$ cat src/design/pme_pkg.sv
package pme_pkg;

  // default operand width of the datapath
  localparam int unsigned OPERAND_WIDTH_DEF = 32;

  // width of the fixed-size ports
  localparam int unsigned FIELD_WIDTH = 32;

  // modulus after reset
  localparam logic [FIELD_WIDTH-1:0] MODULUS_RESET = 32'hFFFF_FFFF;

endpackage

$ cat src/design/pme_step.sv
// one shift-and-add step of a modular multiplier: ((2*acc mod m) + addend) mod m
module pme_step #(
  parameter int unsigned OPERAND_WIDTH = pme_pkg::OPERAND_WIDTH_DEF
) (
  input  logic [OPERAND_WIDTH-1:0] acc,
  input  logic [OPERAND_WIDTH-1:0] addend,
  input  logic [OPERAND_WIDTH-1:0] modulus,
  output logic [OPERAND_WIDTH-1:0] result
);

  logic [OPERAND_WIDTH:0] dbl;
  logic [OPERAND_WIDTH:0] dbl_red;
  logic [OPERAND_WIDTH:0] sum;
  logic [OPERAND_WIDTH:0] mod_ext;

  assign mod_ext = {1'b0, modulus};

  // acc < m, so 2*acc < 2m: one conditional subtract
  always_comb begin
    dbl = {acc, 1'b0};
    if (dbl >= mod_ext) begin
      dbl_red = dbl - mod_ext;
    end else begin
      dbl_red = dbl;
    end
    // addend <= m, so the sum stays below 2m
    sum = dbl_red + {1'b0, addend};
    if (sum >= mod_ext) begin
      sum = sum - mod_ext;
    end
  end

  assign result = sum[OPERAND_WIDTH-1:0];

endmodule

$ cat src/design/modular_exponentiation.sv
// modular exponentiation, square-and-multiply, one shared modular step unit
// modulus zero: no run starts and the result is zero
// throughput: one item at a time, busy for the whole run, multiplier scanned msb first
// reset: synchronous active-low rst_n, idle, no strobe, modulus = all ones (masked to W)
// the receiver cannot stall: each result shows for exactly one cycle on out_valid
module modular_exponentiation #(
  parameter int unsigned OPERAND_WIDTH = pme_pkg::OPERAND_WIDTH_DEF
) (
  input  logic                               clk,
  input  logic                               rst_n,
  // command channel
  input  logic                               start,
  output logic                               busy,
  input  logic [pme_pkg::FIELD_WIDTH-1:0]    in_base_value,
  input  logic [pme_pkg::FIELD_WIDTH-1:0]    in_exponent_value,
  // result channel
  output logic                               out_valid,
  output logic [pme_pkg::FIELD_WIDTH-1:0]    out_power_mod,
  // modulus write channel
  input  logic                               cfg_valid,
  output logic                               cfg_ready,
  input  logic [pme_pkg::FIELD_WIDTH-1:0]    cfg_data
);

  localparam int unsigned W  = OPERAND_WIDTH;
  localparam int unsigned CW = $clog2(W);
  localparam logic [CW-1:0] LAST_BIT = CW'(W - 1);

  // sequencer phases
  typedef enum logic [1:0] {
    S_IDLE,  // waiting for a start transfer
    S_RED,   // base mod m, one remainder bit per cycle
    S_SQR,   // acc * acc mod m
    S_MUL    // acc * base mod m
  } state_t;

  state_t          state_r;
  logic [W-1:0]    modulus_r;
  logic [W-1:0]    prod_r;      // running partial product of the current multiply
  logic [W-1:0]    x_r;         // multiplicand
  logic [W-1:0]    y_r;         // multiplier, scanned msb first by shifting left
  logic [W-1:0]    b_r;         // reduced base
  logic [W-1:0]    e_r;         // exponent, scanned msb first by shifting left
  logic [CW-1:0]   bit_cnt_r;   // bit of the current multiply or reduction
  logic [CW-1:0]   exp_cnt_r;   // exponent bits still to go
  logic            out_valid_r;
  logic [pme_pkg::FIELD_WIDTH-1:0] out_power_mod_r;

  logic [W-1:0]    base_w;
  logic [W-1:0]    exp_w;
  logic [W-1:0]    one_mod;     // 1 mod m
  logic [W-1:0]    addend;
  logic [W-1:0]    step_res;
  logic            mod_zero;

  // operands masked or zero-extended to the datapath width
  assign base_w   = W'(in_base_value);
  assign exp_w    = W'(in_exponent_value);
  assign mod_zero = (modulus_r == '0);
  assign one_mod  = (modulus_r == W'(1)) ? '0 : W'(1);

  // reduction feeds the next dividend bit; multiplies add x when the multiplier bit is set
  always_comb begin
    addend = '0;
    if (state_r == S_RED) begin
      addend = W'(y_r[W-1]);
    end else if (y_r[W-1]) begin
      addend = x_r;
    end
  end

  pme_step #(
    .OPERAND_WIDTH(W)
  ) u_step (
    .acc    (prod_r),
    .addend (addend),
    .modulus(modulus_r),
    .result (step_res)
  );

  // modulus register: configuration is to be written only while idle; the block does not enforce this
  always_ff @(posedge clk) begin
    if (!rst_n) begin
      modulus_r <= W'(pme_pkg::MODULUS_RESET);
    end else if (cfg_valid && cfg_ready) begin
      modulus_r <= W'(cfg_data);
    end
  end

  // sequencer with datapath and registered outputs
  always_ff @(posedge clk) begin
    if (!rst_n) begin
      state_r     <= S_IDLE;
      out_valid_r <= 1'b0;
      bit_cnt_r   <= '0;
      exp_cnt_r   <= '0;
    end else begin
      unique case (state_r)
        S_IDLE: begin
          out_valid_r <= start && mod_zero;
          if (start) begin
            if (mod_zero) begin
              // no valid modulus: answer zero at once
              out_power_mod_r <= '0;
            end else begin
              prod_r    <= '0;
              y_r       <= base_w;
              e_r       <= exp_w;
              bit_cnt_r <= LAST_BIT;
              state_r   <= S_RED;
            end
          end
        end
        S_RED: begin
          out_valid_r <= 1'b0;
          if (bit_cnt_r == '0) begin
            // base reduced; start squaring from acc = 1 mod m
            b_r       <= step_res;
            prod_r    <= '0;
            x_r       <= one_mod;
            y_r       <= one_mod;
            bit_cnt_r <= LAST_BIT;
            exp_cnt_r <= LAST_BIT;
            state_r   <= S_SQR;
          end else begin
            prod_r    <= step_res;
            y_r       <= {y_r[W-2:0], 1'b0};
            bit_cnt_r <= bit_cnt_r - CW'(1);
          end
        end
        S_SQR, S_MUL: begin
          if (bit_cnt_r == '0) begin
            prod_r    <= '0;
            bit_cnt_r <= LAST_BIT;
            if (state_r == S_SQR && e_r[W-1]) begin
              // exponent bit set: multiply by the base
              out_valid_r <= 1'b0;
              x_r         <= step_res;
              y_r         <= b_r;
              state_r     <= S_MUL;
            end else if (exp_cnt_r == '0) begin
              // last exponent bit done
              out_valid_r     <= 1'b1;
              out_power_mod_r <= pme_pkg::FIELD_WIDTH'(step_res);
              state_r         <= S_IDLE;
            end else begin
              // next exponent bit: square again
              out_valid_r <= 1'b0;
              exp_cnt_r   <= exp_cnt_r - CW'(1);
              e_r         <= {e_r[W-2:0], 1'b0};
              x_r         <= step_res;
              y_r         <= step_res;
              state_r     <= S_SQR;
            end
          end else begin
            out_valid_r <= 1'b0;
            prod_r      <= step_res;
            y_r         <= {y_r[W-2:0], 1'b0};
            bit_cnt_r   <= bit_cnt_r - CW'(1);
          end
        end
        default: begin
          out_valid_r <= 1'b0;
          state_r     <= S_IDLE;
        end
      endcase
    end
  end

  assign busy          = (state_r != S_IDLE);
  assign cfg_ready     = 1'b1;
  assign out_valid     = out_valid_r;
  assign out_power_mod = out_power_mod_r;

  // a run only begins from a start transfer
  assert property (@(posedge clk) disable iff (!rst_n) $rose(busy) |-> $past(start))
    else $error("busy rose without a start transfer");

  // a result strobe leaves the block ready for the next command
  assert property (@(posedge clk) disable iff (!rst_n) out_valid |-> !busy)
    else $error("result strobe while busy");

  // every finished run delivers its result
  assert property (@(posedge clk) disable iff (!rst_n) $fell(busy) |-> out_valid)
    else $error("run ended without a result strobe");

endmodule

$ cat config.mk
export PLATFORM = sky130hd
export DESIGN_NAME = modular_exponentiation
export DESIGN_NICKNAME = d
export VERILOG_FILES = /design/src/design/pme_pkg.sv /design/src/design/pme_step.sv /design/src/design/modular_exponentiation.sv
export SDC_FILE = /design/constraint.sdc
export NUM_CORES = 1
export LEC_CHECK = 0
export BUFFER_PORTS_ARGS = -buffer_cell sky130_fd_sc_hd__buf_4
export CORE_MARGIN = 2
export CORE_UTILIZATION = 55
export DETAILED_ROUTE_END_ITERATION = 10
export MAX_ROUTING_LAYER = met4
export PLACE_DENSITY = 0.75
export SYNTH_ARGS = -nofsm -noshare
export SYNTH_HDL_FRONTEND = slang
export SYNTH_SLANG_ARGS = --single-unit
$ cat constraint.sdc
create_clock -name clk -period 9.8 [get_ports clk]
set_input_delay 1.96 -clock clk [delete_from_list [all_inputs] [get_ports clk]]
set_output_delay 1.96 -clock clk [all_outputs]
set_load 0.05 [all_outputs]
# Word-level counts from Yosys, hierarchy flattened
# Index checks and enable logic that the tools add are counted.
# Widths: inputs -> output; s select.
dict set report op_classes {
  order_cmp 2
  reduce_logical 20
  addsub 5
  n_mux 52
  eq_ne 14
}
# cell n
set op_table {}
lappend op_table {{$mux 32} 25}
lappend op_table {{$pmux 32 s2} 4}
lappend op_table {{$pmux 32 s3} 1}
lappend op_table {{$ge 33x32->1} 2}
lappend op_table {{$mux 5} 7}
lappend op_table {{$add 33x32->33} 1}
lappend op_table {{$mux 33} 1}
lappend op_table {{$sub 33x32->33} 1}
lappend op_table {{$eq 32x1->1 const B} 1}
lappend op_table {{$logic_not 32->1} 1}
lappend op_table {{$sub 32x32->32} 1}
lappend op_table {{$pmux 5 s2} 2}
lappend op_table {{$ne 2x2->1 const B} 7}
lappend op_table {{$reduce_and 7->1} 2}
lappend op_table {{$mux 2} 6}
lappend op_table {{$logic_not 5->1} 2}
lappend op_table {{$reduce_and 5->1} 2}
lappend op_table {{$sub 5x1->5 const B} 2}
lappend op_table {{$reduce_and 4->1} 2}
lappend op_table {{$pmux 2 s3} 1}
lappend op_table {{$reduce_and 3->1} 2}
lappend op_table {{$reduce_bool 2->1} 3}
lappend op_table {{$eq 2x2->1 const B} 2}
lappend op_table {{$mux 1} 4}
lappend op_table {{other kinds (10)} 11}
dict set report word_totals {
  out_inout_bits 35
  in_bits 100
  elab_cells 104
  regBits 237
}

# Longest topological paths before layout
dict set report logic_depth {
  depth_word 9
  mapped_depth 35
  mapped_depth_nobuf 31
}

# Modules after synthesis
# Synthesis repeated with hierarchy kept, for this count alone.
dict set report unflattened {
  hier_cells 1528
  hier_area_um2 15602.5
}
# mod area_each_um2 n_inst seq_area_each_um2 cells_per_inst
set modules_own_cells {}
lappend modules_own_cells {modular_exponentiation 9666.8 1 6666.4 688}
lappend modules_own_cells {pme_step 5935.7 1 0.0 840}

# Least setup slack after synthesis
# OpenSTA, ideal clock, no wires.
dict set report synth_path {
  kind {reg-to-reg}
  from {register modulus_r[1]}
  to {register y_r[10] (data pin)}
  t_arrival_ps 7267
  period_less_slack_ps 7525
  path_slack_ps 2275
  required_ps 9542
  setup_time_ps 258
  path_stages_with_launch 32
  n_path_buf 4
  cell_sequence {dfxtp_1 inv_1 ha_1 nor2b_1 o31a_1 o211ai_1 a21oi_1 nor2_1 o41ai_1 clkbuf_1 buf_2 clkbuf_1 a21oi_1 ha_1 a21o_1 a211o_1 or3_4 a221oi_2 o21ai_0 xor2_1 ha_1 a21oi_1 o21bai_1 a21oi_1 o21ai_0 a2111oi_4 nor2_1 nor3b_1 mux2i_4 buf_6 mux2_4 o221a_2}
}
dict set report synth_via {
  elab_chain_len 9
  word_cells_on_any_way 11
  cone_classes {add/sub (3); order compare (2); mux (6)}
}
# item line_no
set synth_rtl {}
lappend synth_rtl {{start: declaration} modular_exponentiation.sv:38} ;# logic [W-1:0] modulus_r;
lappend synth_rtl {{start signal: assignment} modular_exponentiation.sv:84} ;# modulus_r <= W'(pme_pkg::MODULUS_RESET);
lappend synth_rtl {{start signal: assignment} modular_exponentiation.sv:86} ;# modulus_r <= W'(cfg_data);
lappend synth_rtl {{$sub 33x32->33 or $ge 33x32->1 (tied branches)} {pme_step.sv:22, pme_step.sv:21}}
lappend synth_rtl {{$mux 33} pme_step.sv:21} ;# if (dbl >= mod_ext) begin
lappend synth_rtl {{$add 33x32->33} pme_step.sv:27} ;# sum = dbl_red + {1'b0, addend};
lappend synth_rtl {{$sub 32x32->32 or $ge 33x32->1 (tied branches)} {pme_step.sv:29, pme_step.sv:28}}
lappend synth_rtl {{$mux 32 *} pme_step.sv:28} ;# if (sum >= mod_ext) begin
lappend synth_rtl {{net step_res[10]} modular_exponentiation.sv:53} ;# logic [W-1:0] step_res;
lappend synth_rtl {{$mux 32 *} modular_exponentiation.sv:141} ;# end else if (exp_cnt_r == '0) begin
lappend synth_rtl {{$mux 32 *} modular_exponentiation.sv:135} ;# if (state_r == S_SQR && e_r[W-1]) begin
lappend synth_rtl {{$mux 32 *} modular_exponentiation.sv:132} ;# if (bit_cnt_r == '0) begin
lappend synth_rtl {{$pmux 32 s3 *} modular_exponentiation.sv:98} ;# unique case (state_r)
lappend synth_rtl {{end signal: assignment} modular_exponentiation.sv:107} ;# y_r <= base_w;
lappend synth_rtl {{end signal: assignment} modular_exponentiation.sv:139} ;# y_r <= b_r;
lappend synth_rtl {{end signal: assignment} modular_exponentiation.sv:152} ;# y_r <= step_res;
lappend synth_rtl {{end: declaration} modular_exponentiation.sv:41} ;# logic [W-1:0] y_r;
# Mark *: on every way through the listed nets, which the timed path passes. The rest lies on a longest branch. The select of a mux whose other input is x is not followed.
# A chain may end at the register's enable or synchronous reset.

# Worst setup path after layout
dict set report layout_path {
  from {register modulus_r[1]}
  to {register y_r[14] (data pin)}
}
dict set report layout_via {
  elab_chain_len 9
  word_cells_on_any_way 11
  cone_classes {add/sub (3); order compare (2); mux (6)}
}
# item line_no
set layout_rtl {}
lappend layout_rtl {{$sub 33x32->33 or $ge 33x32->1 (tied branches)} {pme_step.sv:22, pme_step.sv:21}}
lappend layout_rtl {{$mux 33} pme_step.sv:21}
lappend layout_rtl {{$add 33x32->33} pme_step.sv:27}
lappend layout_rtl {{$sub 32x32->32 or $ge 33x32->1 (tied branches)} {pme_step.sv:29, pme_step.sv:28}}
lappend layout_rtl {{$mux 32 *} pme_step.sv:28}
lappend layout_rtl {{$mux 32 *} modular_exponentiation.sv:141}
lappend layout_rtl {{$mux 32 *} modular_exponentiation.sv:135}
lappend layout_rtl {{$mux 32 *} modular_exponentiation.sv:132}
lappend layout_rtl {{$pmux 32 s3 *} modular_exponentiation.sv:98}
# Every way passes the cells marked *; elsewhere a longest branch is shown, timed or not. The select of a mux whose other input is x is not followed.

==> impl_metrics.ini <==
[global_routing]
grt_pass1_vias = 11500
overflow = 0
grtUsageTotal = 0.298
grt.met1_usage = 0.433
use_met3 = 0.0514
grt_start_max_net_pins = 65
antenna_found_initial = 1
grtUsageMet2 = 0.436
busiest_layer = met2
grt_first_pass_wirelength_mm = 64.4

[layout]
syn_to_final_growth_pct = 14.8
nFillCells = 2185
fin_nets = 1821
insertedDiodeCount = 0
final_layout_size_suffix_gt1_frac = 0.182
fin_util = 0.645

[clocking]
cts_buffers = 27
h-tree-depth = 1
cts_buffer_depth = 3
cts.clk_slew.worst_paths_ps = 60
cts.sinks = 237
clock_latency_ps = 560
cts-resized-gates = 0
cts_hold_buffers = 0
cts_tree = done
cts-root-buf = clkbuf_16
postCtsSetupRepairBufs = 0

[timing]
period_needed_ps = 8900
final_max_slew_viol_count = 0
layout_setup_ws_ps = 900
worst_slew_pin_slew_ps = 1180
setup_viol = 0
skew_ps = 18.5
fmax_mhz = 112
finalHoldViolCount = 0
period_share = 0.908
fin_setup_tns_ps = 0
rsz0062_at_grt = no
relSlewSlack = 0.212

[pwr]
irDropWorstVdd_mv = 0.208
power_frac_seq = 0.235
leakagePower_nw = 7.23
switching_share = 0.445
switchingPower_mw = 2.67
p_int_mw = 3.32
p_per_area_nw_per_um2 = 344
p_comb_frac = 0.594
clock_power_share = 0.171
total_power_mw = 5.99

[worst_setup_path]
slowest_delay_ps = 610
startpoint_type = flip-flop
critical_path.slowest_cell = mux2i_1
path_common_cell = ha_1
end_kind = flip-flop
worst_ep_arrival_time_ps = 9170
reg2regPathDepth = 29
crit_cells = 29
cp_max_fo = 25
worst_path_dominant_cell_family = compound AO/OA/AOI/OAI gates
cp.buffers_inverters = 3
criticalPathCategory = reg -> reg
critPathRequiredTime_ps = 10070

[floorplan]
die_area_um2 = 28900
rows = 60
die_h_um = 170
start_util = 0.562
io_pins = 135
fp.coreArea_um2 = 27000
die_w_um = 170

[route]
drc = 0
wl_mm = 42.6
drt-initial-drc-count = 1451
antenna_left = 0
vias = 12300
wl_per_cell_um = 21.5
viasPerCell = 6.20
first_pass_iters = 6

[run]
cap_violations = 0

[logic_synthesis]
avgSynthCellArea_um2 = 10.1
synthFlopType = edfxtp_1
syn_area_um2 = 15200
syn-num-nets = 1702
yosysTopAreaCellShare = 0.380
synth_seq_area_share = 0.439
yosysMostFrequentCell = edfxtp_1
ys_async_sr_fraction = 0
synth.ff_latch_count = 237
synth_edf_count = 192
ys_warn_count = 0
synth_area_leaders = edfxtp_1 (38%), ha_1 (8.2%), dfxtp_1 (5.9%), xnor2_1 (3.7%), a21oi_1 (3.7%)
synth_area_leader_cell = edfxtp_1
yosys-top-cells-count = edfxtp_1 (192), nor2_1 (130), nand2_1 (116)
synth_cells = 1500
synth_cell_type_count = 82

[place]
dp_slack_ps = 1110
place_congestion = 1.00
post-dp-hpwl_mm = 31.7
io_buffers = 133

[worst_hold_path]
hold_class = reg -> reg
min_path_cells = 1

[status]
status = completed
==> per-layer routing <==
| layer | wire length [µm] | vias to the layer above |
|---|---|---|
| met4 | 979 | 0 |
| met5 | 0 | - |
| met2 | 18400 | 559 |
| li1 | - | 5802 |
| met3 | 3620 | 60 |
| met1 | 19600 | 5853 |
==> flip-flops by register name (all words and copies together) (netlist names), 32 cells and up <==
name           cells
y_r               32
b_r               32
out_power_mod     32
e_r               32
prod_r            32
modulus_r         32
x_r               32
==> power by group through the flow <==
stage | combinational (mW) | sequential [mW] | clock [mW]
2_1_floorplan | 2.53 | 1.41 | 0
3_3_place_gp | 3.41 | 1.43 | 0
3_5_place_dp | 3.43 | 1.43 | 0
4_1_cts | 3.47 | 1.41 | 1.03
5_1_grt | 3.83 | 1.42 | 1.07
6_report | 3.56 | 1.41 | 1.02
==> worst paths after layout <==
check,startpoint,endpoint,slack [ps]
setup / recovery,modulus_r[1],y_r[14],900
hold / removal,bit_cnt_r[0],bit_cnt_r[0],500
setup reg to reg,modulus_r[1],y_r[14],900
hold reg to reg,bit_cnt_r[0],bit_cnt_r[0],500
==> through the flow <==
| stage | cells | instance area (µm²) | hold slack, ps |
|---|---|---|---|
| floorplan | 1500 | 15200 | 450 |
| global placement | 1931 | 16500 | 471 |
| finish | 1981 | 17400 | 496 |
| global route | 1981 | 17400 | 532 |
| CTS | 1981 | 17400 | 497 |
| detailed placement | 1931 | 16500 | 479 |
==> layout by cell type, fill, tap and decap left out, types with 21 or more instances in the layout <==
cell / n
a21o_1: 40
a21oi_1: 112
and2_1: 74
buf_4: 147
clkbuf_16: 27
dfxtp_1: 44
edfxtp_1: 192
ha_1: 99
inv_1: 80
mux2_2: 47
nand2_1: 116
nor2_1: 126
o211ai_1: 43
o21ai_0: 63
o31ai_1: 21
xnor2_1: 65
==> final cells by class <==
type | instances | area (µm²) | area share
multi-input combinational | 1125 | 8030 | 0.461
timing repair buffer | 148 | 1120 | 0.0645
clock inverter | 18 | 188 | 0.0108
tap | 341 | 427 | 0.0245
clock buffer | 32 | 694 | 0.0398
inverter | 80 | 300 | 0.0172
sequential | 237 | 6670 | 0.383
==> logic make-up after synthesis <==
family          synth area share
xor+xnor                  0.0485
fa+ha+maj                 0.0855
simple gates               0.140
flops                      0.439
other cells             0.000247
mux                       0.0617
compound gates             0.189
buf+inv                   0.0362
==> worst register-to-register path: cells and delay by family (launching register included) <==
kind	cells	cell delay, ps
and+or+nand+nor	7	1540
xor gates and xnor gates	1	190
muxes	3	1470
buffers and inverters	3	790
adders and majority gates	3	1130
DFF	1	530
AOI/OAI and AO/OA	12	2960
(Power assumes the default switching activity.)
